### src/ssts_pkg.sv
`timescale 1ns / 1ps

package ssts_pkg;

	localparam int DATA_W = 32;
	localparam int POS_W  = 20;
	localparam int RANK_W = 4;

	// one slot of the ranked list
	typedef struct packed {
		logic signed [DATA_W-1:0] value;
		logic [POS_W-1:0]         index;
		logic                     valid;
	} entry_t;

	// per-cycle command shared by every cell of the chain
	typedef struct packed {
		logic insert;    // place a new sample, lower entries move down
		logic shift_up;  // drain: every cell takes its lower neighbor
		logic clear;     // empty the list
	} cell_ctrl_t;

endpackage

### src/ssts_cell.sv
`timescale 1ns / 1ps

module ssts_cell (
	input  logic                              clk,
	input  logic                              arst_n,
	input  ssts_pkg::cell_ctrl_t              ctrl,
	input  logic signed [ssts_pkg::DATA_W-1:0] sample,
	input  logic [ssts_pkg::POS_W-1:0]        sample_idx,
	input  ssts_pkg::entry_t                  prev_ent,
	input  logic                              prev_take,
	input  ssts_pkg::entry_t                  next_ent,
	output ssts_pkg::entry_t                  ent,
	output logic                              take
);
	import ssts_pkg::*;

	entry_t ent_q;

	// the new sample belongs at or above this slot
	assign take = !ent_q.valid || ($signed(sample) > $signed(ent_q.value));
	assign ent  = ent_q;

	always_ff @(posedge clk or negedge arst_n) begin
		if (!arst_n) begin
			ent_q <= '0;
		end else if (ctrl.clear) begin
			ent_q.valid <= 1'b0;
		end else if (ctrl.insert) begin
			// upper neighbor already took the sample: move down
			if (prev_take) begin
				ent_q <= prev_ent;
			end else if (take) begin
				ent_q.value <= sample;
				ent_q.index <= sample_idx;
				ent_q.valid <= 1'b1;
			end
		end else if (ctrl.shift_up) begin
			ent_q <= next_ent;
		end
	end

endmodule

### src/ssts_div.sv
`timescale 1ns / 1ps

module ssts_div #(
	parameter int SW = 53,
	parameter int CW = 21
) (
	input  logic                clk,
	input  logic                arst_n,
	input  logic                start,
	input  logic signed [SW-1:0] dividend,
	input  logic [CW-1:0]       divisor,
	output logic                done,
	output logic signed [31:0]  quotient
);
	import ssts_pkg::*;

	localparam int SCW = $clog2(SW + 1);
	localparam logic [SCW-1:0] STEPS = SCW'(SW);

	logic           busy_q;
	logic           done_q;
	logic           neg_q;
	logic [SCW-1:0] step_q;
	logic [CW-1:0]  rem_q;
	logic [SW-1:0]  quo_q;
	logic [SW-1:0]  mag;
	logic [CW:0]    trial;
	logic           fits;
	logic [SW-1:0]  res;

	// magnitude of the dividend, taken at start
	assign mag = dividend[SW-1] ? (~dividend + 1'b1) : dividend;

	// one restoring step per cycle
	assign trial = {rem_q, quo_q[SW-1]};
	assign fits  = trial >= {1'b0, divisor};

	always_ff @(posedge clk or negedge arst_n) begin
		if (!arst_n) begin
			busy_q <= 1'b0;
			done_q <= 1'b0;
			step_q <= '0;
		end else begin
			done_q <= 1'b0;
			if (start) begin
				busy_q <= 1'b1;
				step_q <= STEPS;
			end else if (busy_q) begin
				step_q <= step_q - 1'b1;
				if (step_q == SCW'(1)) begin
					busy_q <= 1'b0;
					done_q <= 1'b1;
				end
			end
		end
	end

	always_ff @(posedge clk) begin
		if (start) begin
			rem_q <= '0;
			quo_q <= mag;
			neg_q <= dividend[SW-1];
		end else if (busy_q) begin
			rem_q <= fits ? CW'(trial - {1'b0, divisor}) : CW'(trial);
			quo_q <= {quo_q[SW-2:0], fits};
		end
	end

	// restore the sign; the mean always fits 32 bits
	assign res      = neg_q ? (~quo_q + 1'b1) : quo_q;
	assign quotient = res[31:0];
	assign done     = done_q;

endmodule

### src/sample_stats_top_ten.sv
`timescale 1ns / 1ps

// Channel  | handshake               | payload
// ---------+-------------------------+----------------------------------------------
// in       | in_valid / in_stall     | sample, last_sample
// out      | out_valid / out_stall   | rank, top_value, top_position, minimum,
//          |                         | maximum, mean, last_result
//
// Samples are taken one per cycle while in_stall is low; each beat taken below
// MAX_SAMPLES updates count, sum, min, max and the ranked cell chain in that same cycle.
// After the last-marked sample the mean comes from a bit-serial divider of
// 32 + clog2(MAX_SAMPLES+1) steps.
// Then TOP_COUNT result beats follow, one per cycle while out_stall is low;
// the chain shifts up one slot per delivered beat, and the final beat clears it.
// in_stall is high from the last sample until the final result beat is taken.
// Reset empties the list and clears count, sum, min and max; the mean is not reset.
module sample_stats_top_ten #(
	parameter int TOP_COUNT   = 10,
	parameter int MAX_SAMPLES = 1048576
) (
	input  logic               clk,
	input  logic               arst_n,
	input  logic               in_valid,
	output logic               in_stall,
	input  logic signed [31:0] sample,
	input  logic               last_sample,
	output logic               out_valid,
	input  logic               out_stall,
	output logic [3:0]         rank,
	output logic signed [31:0] top_value,
	output logic [19:0]        top_position,
	output logic signed [31:0] minimum,
	output logic signed [31:0] maximum,
	output logic signed [31:0] mean,
	output logic               last_result
);
	import ssts_pkg::*;

	localparam int CW = $clog2(MAX_SAMPLES + 1);
	localparam int SW = DATA_W + CW;
	localparam int RW = (TOP_COUNT > 1) ? $clog2(TOP_COUNT) : 1;
	localparam logic [CW-1:0] CAP      = CW'(MAX_SAMPLES);
	localparam logic [RW-1:0] LAST_RNK = RW'(TOP_COUNT - 1);

	localparam logic [1:0] ST_IDLE = 2'd0;
	localparam logic [1:0] ST_DIV  = 2'd1;
	localparam logic [1:0] ST_OUT  = 2'd2;

	logic [1:0]              state_q;
	logic [CW-1:0]           count_q;
	logic signed [SW-1:0]    sum_q;
	logic signed [DATA_W-1:0] min_q;
	logic signed [DATA_W-1:0] max_q;
	logic signed [DATA_W-1:0] mean_q;
	logic [RW-1:0]           rank_q;
	logic                    div_start_q;

	logic                    in_acc;
	logic                    out_acc;
	logic                    room;
	logic                    div_done;
	logic signed [31:0]      div_quo;
	logic                    drain_end;
	cell_ctrl_t              ctrl;
	entry_t                  ents  [TOP_COUNT];
	logic                    takes [TOP_COUNT];

	assign in_stall  = (state_q != ST_IDLE);
	assign out_valid = (state_q == ST_OUT);
	assign in_acc    = in_valid && !in_stall;
	assign out_acc   = out_valid && !out_stall;
	assign room      = count_q < CAP;
	assign drain_end = out_acc && (rank_q == LAST_RNK);

	// chain command for this cycle
	assign ctrl.insert   = in_acc && room;
	assign ctrl.shift_up = out_acc && !drain_end;
	assign ctrl.clear    = drain_end;

	// ranked list: cell 0 holds the largest value
	for (genvar g = 0; g < TOP_COUNT; g++) begin : g_cell
		entry_t p_ent;
		entry_t n_ent;
		logic   p_take;
		if (g == 0) begin : g_head
			assign p_ent  = '0;
			assign p_take = 1'b0;
		end else begin : g_mid
			assign p_ent  = ents[g-1];
			assign p_take = takes[g-1];
		end
		if (g == TOP_COUNT - 1) begin : g_tail
			assign n_ent = '0;
		end else begin : g_body
			assign n_ent = ents[g+1];
		end
		ssts_cell u_cell (
			.clk        (clk),
			.arst_n     (arst_n),
			.ctrl       (ctrl),
			.sample     (sample),
			.sample_idx (POS_W'(count_q)),
			.prev_ent   (p_ent),
			.prev_take  (p_take),
			.next_ent   (n_ent),
			.ent        (ents[g]),
			.take       (takes[g])
		);
	end

	ssts_div #(
		.SW (SW),
		.CW (CW)
	) u_div (
		.clk      (clk),
		.arst_n   (arst_n),
		.start    (div_start_q),
		.dividend (sum_q),
		.divisor  (count_q),
		.done     (div_done),
		.quotient (div_quo)
	);

	// sequencer: collect, divide, drain
	always_ff @(posedge clk or negedge arst_n) begin
		if (!arst_n) begin
			state_q     <= ST_IDLE;
			div_start_q <= 1'b0;
			rank_q      <= '0;
		end else begin
			div_start_q <= 1'b0;
			case (state_q)
				ST_IDLE: begin
					if (in_acc && last_sample) begin
						state_q     <= ST_DIV;
						div_start_q <= 1'b1;
					end
				end
				ST_DIV: begin
					if (div_done) begin
						state_q <= ST_OUT;
						rank_q  <= '0;
					end
				end
				ST_OUT: begin
					if (out_acc) begin
						rank_q <= rank_q + 1'b1;
						if (drain_end) begin
							state_q <= ST_IDLE;
						end
					end
				end
				default: begin
					state_q <= ST_IDLE;
				end
			endcase
		end
	end

	// running statistics
	always_ff @(posedge clk or negedge arst_n) begin
		if (!arst_n) begin
			count_q <= '0;
			sum_q   <= '0;
			min_q   <= '0;
			max_q   <= '0;
		end else if (drain_end) begin
			count_q <= '0;
			sum_q   <= '0;
			min_q   <= '0;
			max_q   <= '0;
		end else if (in_acc && room) begin
			count_q <= count_q + 1'b1;
			sum_q   <= sum_q + {{(SW-DATA_W){sample[DATA_W-1]}}, sample};
			if (count_q == '0) begin
				min_q <= sample;
				max_q <= sample;
			end else begin
				if (sample > max_q) max_q <= sample;
				if (sample < min_q) min_q <= sample;
			end
		end
	end

	always_ff @(posedge clk) begin
		if (div_done) begin
			mean_q <= (count_q == '0) ? '0 : div_quo;
		end
	end

	// result beat from the head cell; empty slots and slots at the minimum read as the minimum
	always_comb begin
		if (ents[0].valid && (ents[0].value != min_q)) begin
			top_value    = ents[0].value;
			top_position = ents[0].index;
		end else begin
			top_value    = min_q;
			top_position = '0;
		end
	end

	assign rank        = RANK_W'(rank_q);
	assign minimum     = min_q;
	assign maximum     = max_q;
	assign mean        = mean_q;
	assign last_result = (rank_q == LAST_RNK);

endmodule

### config.mk
export PLATFORM = sky130hd
export DESIGN_NAME = sample_stats_top_ten
export DESIGN_NICKNAME = d
export VERILOG_FILES = /design/src/ssts_pkg.sv /design/src/ssts_cell.sv /design/src/ssts_div.sv /design/src/sample_stats_top_ten.sv
export SDC_FILE = /design/constraint.sdc
export NUM_CORES = 2
export LEC_CHECK = 0
export BUFFER_PORTS_ARGS = -buffer_cell sky130_fd_sc_hd__buf_2
export CAP_MARGIN = 20
export CORE_MARGIN = 10
export CORE_UTILIZATION = 25
export CTS_CLUSTER_SIZE = 20
export DETAILED_ROUTE_END_ITERATION = 10
export GPL_TIMING_DRIVEN = 0
export PLACE_DENSITY = 0.46
export SLEW_MARGIN = 20
export SYNTH_ARGS = -nofsm -noshare
export SYNTH_HDL_FRONTEND = slang
export SYNTH_SLANG_ARGS = --single-unit
### constraint.sdc
create_clock -name clk -period 5.55 [get_ports clk]
set_clock_uncertainty 0.15 [all_clocks]
set_input_delay 1.11 -clock clk [delete_from_list [all_inputs] [get_ports clk]]
set_output_delay 1.11 -clock clk [all_outputs]
set_load 0.01 [all_outputs]
-- Word-level counts from Yosys, hierarchy flattened
Index checks and enable logic that the tools add are counted.
- bits in registers: 790
- input bits: 37
- output and inout bits: 155
- word-level logic and storage cells: 247
- mux-type cells: 86
- eq/ne operators: 29
- add/sub/neg operators: 7
- reduce and logical (&&, ||, !) cells: 64
- $lt $le $gt $ge: 14
- bitwise operators: 3
- operators with widths (kind ; count):
    53-bit 2-to-1 mux ; 44
    32-bit greater-than comparator ; 11
    32-bit 2-to-1 mux ; 10
    21-bit 2-to-1 mux ; 3
    53-bit by 1-bit adder with 53-bit output, second input constant ; 1
    53-bit adder ; 1
    53-bit NOT ; 1
    4-bit by 2-bit != test with 1-bit output, second input constant ; 9
    3-bit AND reduction ; 11
    32-bit by 1-bit adder with 32-bit output, second input constant ; 1
    32-bit < comparator ; 1
    32-bit != test ; 1
    32-bit NOT ; 1
    3-bit by 1-bit != test with 1-bit output, second input constant ; 9
    2-bit AND reduction ; 12
    22-bit by 21-bit greater-or-equal comparator with 1-bit output ; 1
    21-bit by 1-bit adder with 21-bit output, second input constant ; 1
    21-bit logical NOT ; 1
    21-bit < comparator, second input constant ; 1
    21-bit subtractor ; 1
    20-bit 2-to-1 mux ; 1
    1-bit 2-to-1 mux ; 18
    1-bit logical NOT ; 13
    6-bit 2-to-1 mux ; 2
    20 further kinds ; 48

-- Longest topological paths before layout
- depth in word-level cells: 8
- gate-level depth with buffers: 15
- gate-level depth less buffers: 13

-- By module
From an unflattened synthesis, not the netlist that was laid out.
- cells, all modules: 6269
- area, all modules: 58089.5 µm²
- modules (own cells, without submodules) (module ; area an instance (µm²) ; sequential area each (µm²) ; times used ; cells each):
    ssts_cell ; 3900.0 ; 1326.3 ; 10 ; 408
    sample_stats_top_ten ; 12670.9 ; 4589.4 ; 1 ; 1445
    ssts_div ; 6418.7 ; 2242.2 ; 1 ; 744

-- Least setup slack after synthesis
OpenSTA, ideal clock, no wires.
- path type: input to register
- from: input sample[25]
- to: register g_cell[7].u_cell.ent_q (netlist bit g_cell[7].u_cell.ent[12])
- data arrival time: 4.086 ns
- data required time: 5.282 ns
- slack: 1.196 ns
- library setup time: 0.118 ns
- stages: 14
- path buffers: 3
- cells stage by stage: ha_1 > a21o_1 > a21o_1 > a21oi_1 > o22ai_1 > a2111oi_0 > o2111a_1 > nor2_1 > buf_1 > o31ai_1 > clkbuf_1 > clkbuf_1 > a211oi_1 > a21o_1
- cells in the longest elaborated chain, start to end: 4
- elaborated cells between the ends (all ways): 8
- those cells by class: order compare: 2; eq/ne: 1; mux: 2; reduce/logical: 3
- ends and longest elaborated chain (element ; RTL line ; RTL):
    from (decl) ; sample_stats_top_ten.sv:25 ; input logic signed [31:0] sample,
    32-bit greater-than comparator ; ssts_cell.sv:20 ; assign take = !ent_q.valid || ($signed(sample) > $signed(ent_q.value));
    1-bit logical OR ; ssts_cell.sv:20 ;
    3-bit by 1-bit != test with 1-bit output (no line) / 53-bit 2-to-1 mux (equally long branches) ; -- ;
    3-bit AND reduction (no line) / 53-bit 2-to-1 mux (equally long branches) ; -- ;
    to (signal assigned) ; ssts_cell.sv:31 ; ent_q <= prev_ent;
    to (signal assigned) ; ssts_cell.sv:38 ; ent_q <= next_ent;
    to (decl) ; ssts_cell.sv:17 ; entry_t ent_q;
Several ways; a longest one is shown, not always the timed one.
A chain may end at the register's enable or synchronous reset.

-- Final worst setup path
- from: input sample[31]
- to: register g_cell[1].u_cell.ent_q (netlist bit g_cell[1].u_cell.ent[6])
- cells in the longest elaborated chain, start to end: 4
- elaborated cells between the ends (all ways): 8
- those cells by class: order compare: 2; eq/ne: 1; mux: 2; reduce/logical: 3
- ends and longest elaborated chain (element ; RTL line):
    32-bit greater-than comparator ; ssts_cell.sv:20
    1-bit logical OR ; ssts_cell.sv:20
    3-bit by 1-bit != test with 1-bit output (no line) / 53-bit 2-to-1 mux (equally long branches) ; --
    3-bit AND reduction (no line) / 53-bit 2-to-1 mux (equally long branches) ; --
    to (signal assigned) ; ssts_cell.sv:31
    to (signal assigned) ; ssts_cell.sv:38
    to (decl) ; ssts_cell.sv:17
Several ways; a longest one is shown, not always the timed one.

==> results.yml <==
status:
  status: "finished clean"
finish:
  drive_gt1_share_pct: 8.256
  syn_to_final_growth_pct: 15.02
  fillers: 24000
  final_util_pct: 28.96
  num-nets-final: 7228
sta:
  rsz0062_at_grt: "false"
  slew_violations: 0
  tightest_slew_ns: 1.292
  fin_ws_ns: 0.09451
  period_share_pct: 98.30
  max_freq_mhz: 183.3
  holdWs_ns: 0.1782
  hold_viol: 0
  setup_violations: 0
  min_period_ns: 5.455
  relSlewSlack_pct: 13.84
cts:
  numClockSinks: 790
  clock_latency_ns: 0.74
  cts_buffer_depth: 3
  numCtsBuffers: 95
  hold_buffers: 0
  cts_root_buf: "clkbuf_16"
  clkSlewWorstSetupHoldPaths_ns: 0.06
  h-tree-depth: 3
  tritoncts: "yes"
pwr:
  power_frac_clock_pct: 20.8
  power.density_mw_per_mm2: 501.2
  swShare_pct: 44.95
  p_sw_mw: 14.51
  peakVddDrop_mv: 0.2558
  power.total_mw: 32.29
  combPwrFrac_pct: 47.0
  static-leakage-power_nw: 28.96
  internal-power_mw: 17.78
  pwr-share-seq_pct: 32.2
synthesis:
  syn-cell-area_sq_mm: 0.05602
  syn-instance-count: 6420
  yosysSeqAreaShare_pct: 35.87
  synth_edf_count: 86
  postSynthAreaPerCell_sq_um: 8.726
  synth_cell_types: 81
  synthTopCellsByCount: "683 x dfrtp_1, 636 x nor2_1, 522 x nand2_1"
  synth_area_leaders: "dfrtp_1 31%, ha_1 10%, mux2i_1 7.1%, a21o_1 4.7%, edfxtp_1 4.6%"
  ys_ff_latch: 790
  synth_area_leader_cell: "dfrtp_1"
  yosys_warnings: 0
  synth_top_area_share_pct: 30.51
  synth.most_common_cell: "dfrtp_1"
  synth_ff_type: "dfrtp_1"
  syn-num-nets: 6923
  ys_async_sr_fraction_pct: 86.46
grt:
  grt_usage_pct: 18.15
  antenna_found_initial: 11
  grt_pass1_vias: 49810
  grt_pass1_wl_um: 338200
  grt-ovfl-total: 0
  grt_max_degree: 94
routing:
  drt_iter0_markers: 4724
  wire_per_inst_um: 23.47
  drc_errors: 0
  routed_wl_um: 229700
  ant_nets: 0
  via_count: 50120
  vias_per_cell: 5.122
  dr.pass1.iters: 7
die:
  fp.dieW_um: 493.4
  start_util_pct: 25.18
  die_area_sq_mm: 0.2434
  core.rowCount: 173
  core_area_sq_mm: 0.2225
  fp.dieH_um: 493.4
  io_pins: 192
flow_run:
  maxCapViolCount: 0
placement:
  place_ws_ns: -1.563
  place_hpwl_um: 187200
  place_congestion: 0.9349
  io_buffer_count: 191
worst_setup_path:
  crit_path_end_kind: "flip-flop"
  cp.required_ns: 6.02
  startpoint_type: "primary input"
  cp.arrival_ns: 5.93
  criticalPathCategory: "primary input to flip-flop"
  cp_max_fo: 34
min_path:
  min_path_type: "primary input to async pin"
## registers in the layout, summed over array words and instances (netlist names)
register	cells
state_q	2
count_q	21
div_start_q	1
u_div.rem_q	21
maximum	32
sum_q	53
u_div.step_q	6
u_div.quo_q	53
g_cell.u_cell.ent	530
rank	4
mean	32
u_div.done	1
u_div.busy_q	1
minimum	32
u_div.neg_q	1
## cells by family after synthesis
| kind of cell | after synthesis | synth area share (%) |
|---|---|---|
| simple gates | 1765 | 14.11 |
| compound gates | 1741 | 20.48 |
| buf+inv | 935 | 6.330 |
| flops | 790 | 35.87 |
| mux | 527 | 9.707 |
| fa+ha+maj | 466 | 10.43 |
| xor+xnor | 196 | 3.064 |
## routing by layer
layer | vias to the layer above | share of wire [%] | track usage, %
met5 | - | 0.088 | 0
met2 | 1659 | 41 | 26.86
li1 | 23630 | - | -
met1 | 24540 | 49 | 26.83
met4 | 2 | 3.1 | 5.117
met3 | 292 | 6.3 | 3.097
## cells in the final DEF, fill, tap and decap left out, types with 43 or more instances in the layout
master / n
xor2_1: 135
mux2i_1: 397
a21o_1: 352
nand3_1: 117
clkbuf_16: 95
mux2_2: 130
a211oi_1: 218
buf_2: 192
nor2_1: 633
nand2_1: 522
clkbuf_1: 419
o21ai_0: 363
dfrtp_1: 682
a21oi_1: 368
xnor2_1: 61
o41ai_1: 61
inv_1: 479
a31oi_1: 61
nand4_1: 106
edfxtp_1: 86
o211ai_1: 46
nor3_1: 180
a311oi_1: 85
buf_1: 43
ha_1: 464
## worst max-delay path: stages
cell	delay, ns
buf_4	0.46
ha_1	0.28
nand4_1	0.18
nor4_1	0.82
nand4_1	0.47
nand3_1	0.21
clkbuf_1	0.76
nand2b_1	0.10
nand2_1	0.38
clkbuf_1	0.61
mux2_2	0.41
## power groups by stage
stage | logic, mW | registers [mW] | clock network (mW)
2_1_floorplan | 10.5 | 9.44 | 0
3_3_place_gp | 14.8 | 10.4 | 0
3_5_place_dp | 15.1 | 10.4 | 0
4_1_cts | 15.2 | 10.3 | 6.85
5_1_grt | 16.9 | 10.7 | 7.08
6_report | 15.2 | 10.4 | 6.72
## final timing paths
check	startpoint	endpoint	slack [ns]	depth (start not counted)
min reg2reg	u_div.rem_q[17]	u_div.rem_q[17]	0.35	2
min in group clk	u_div.rem_q[17]	u_div.rem_q[17]	0.35	2
max in group asynchronous	arst_n	g_cell[2].u_cell.ent[29]	3.46	4
min	arst_n	g_cell[2].u_cell.ent[7]	0.18	1
max	sample[31]	g_cell[1].u_cell.ent[6]	0.09	11
max reg2reg	g_cell[0].u_cell.ent[52]	g_cell[1].u_cell.ent[6]	0.30	11
## repair_timing
action                     4_1_cts  5_1_grt
resized for setup                8        8
setup endpoints to repair      253       29
buffers inserted                 0        1
## through the flow
step	instances	TNS, ns	area (sq um)
finish	9786	0	64430
global route	9783	0	64430
CTS	9781	0	64400
detailed placement	9602	-444.20	61100
global placement	9586	-9297.93	60700
floorplan	6420	0	56020
## cell type report
class	count	area (sq um)	area share (%)
multi-input combinational	4695	32430	50.33
sequential	790	20100	31.19
tap	2975	3722	5.777
clock buffer	152	2841	4.410
inverter	484	1824	2.831
buffer	451	1749	2.715
timing repair buffer	208	1320	2.049
clock inverter	27	439.2	0.6816
antenna	4	10.01	0.01553
Note: power is estimated with default switching activity, not from simulation.
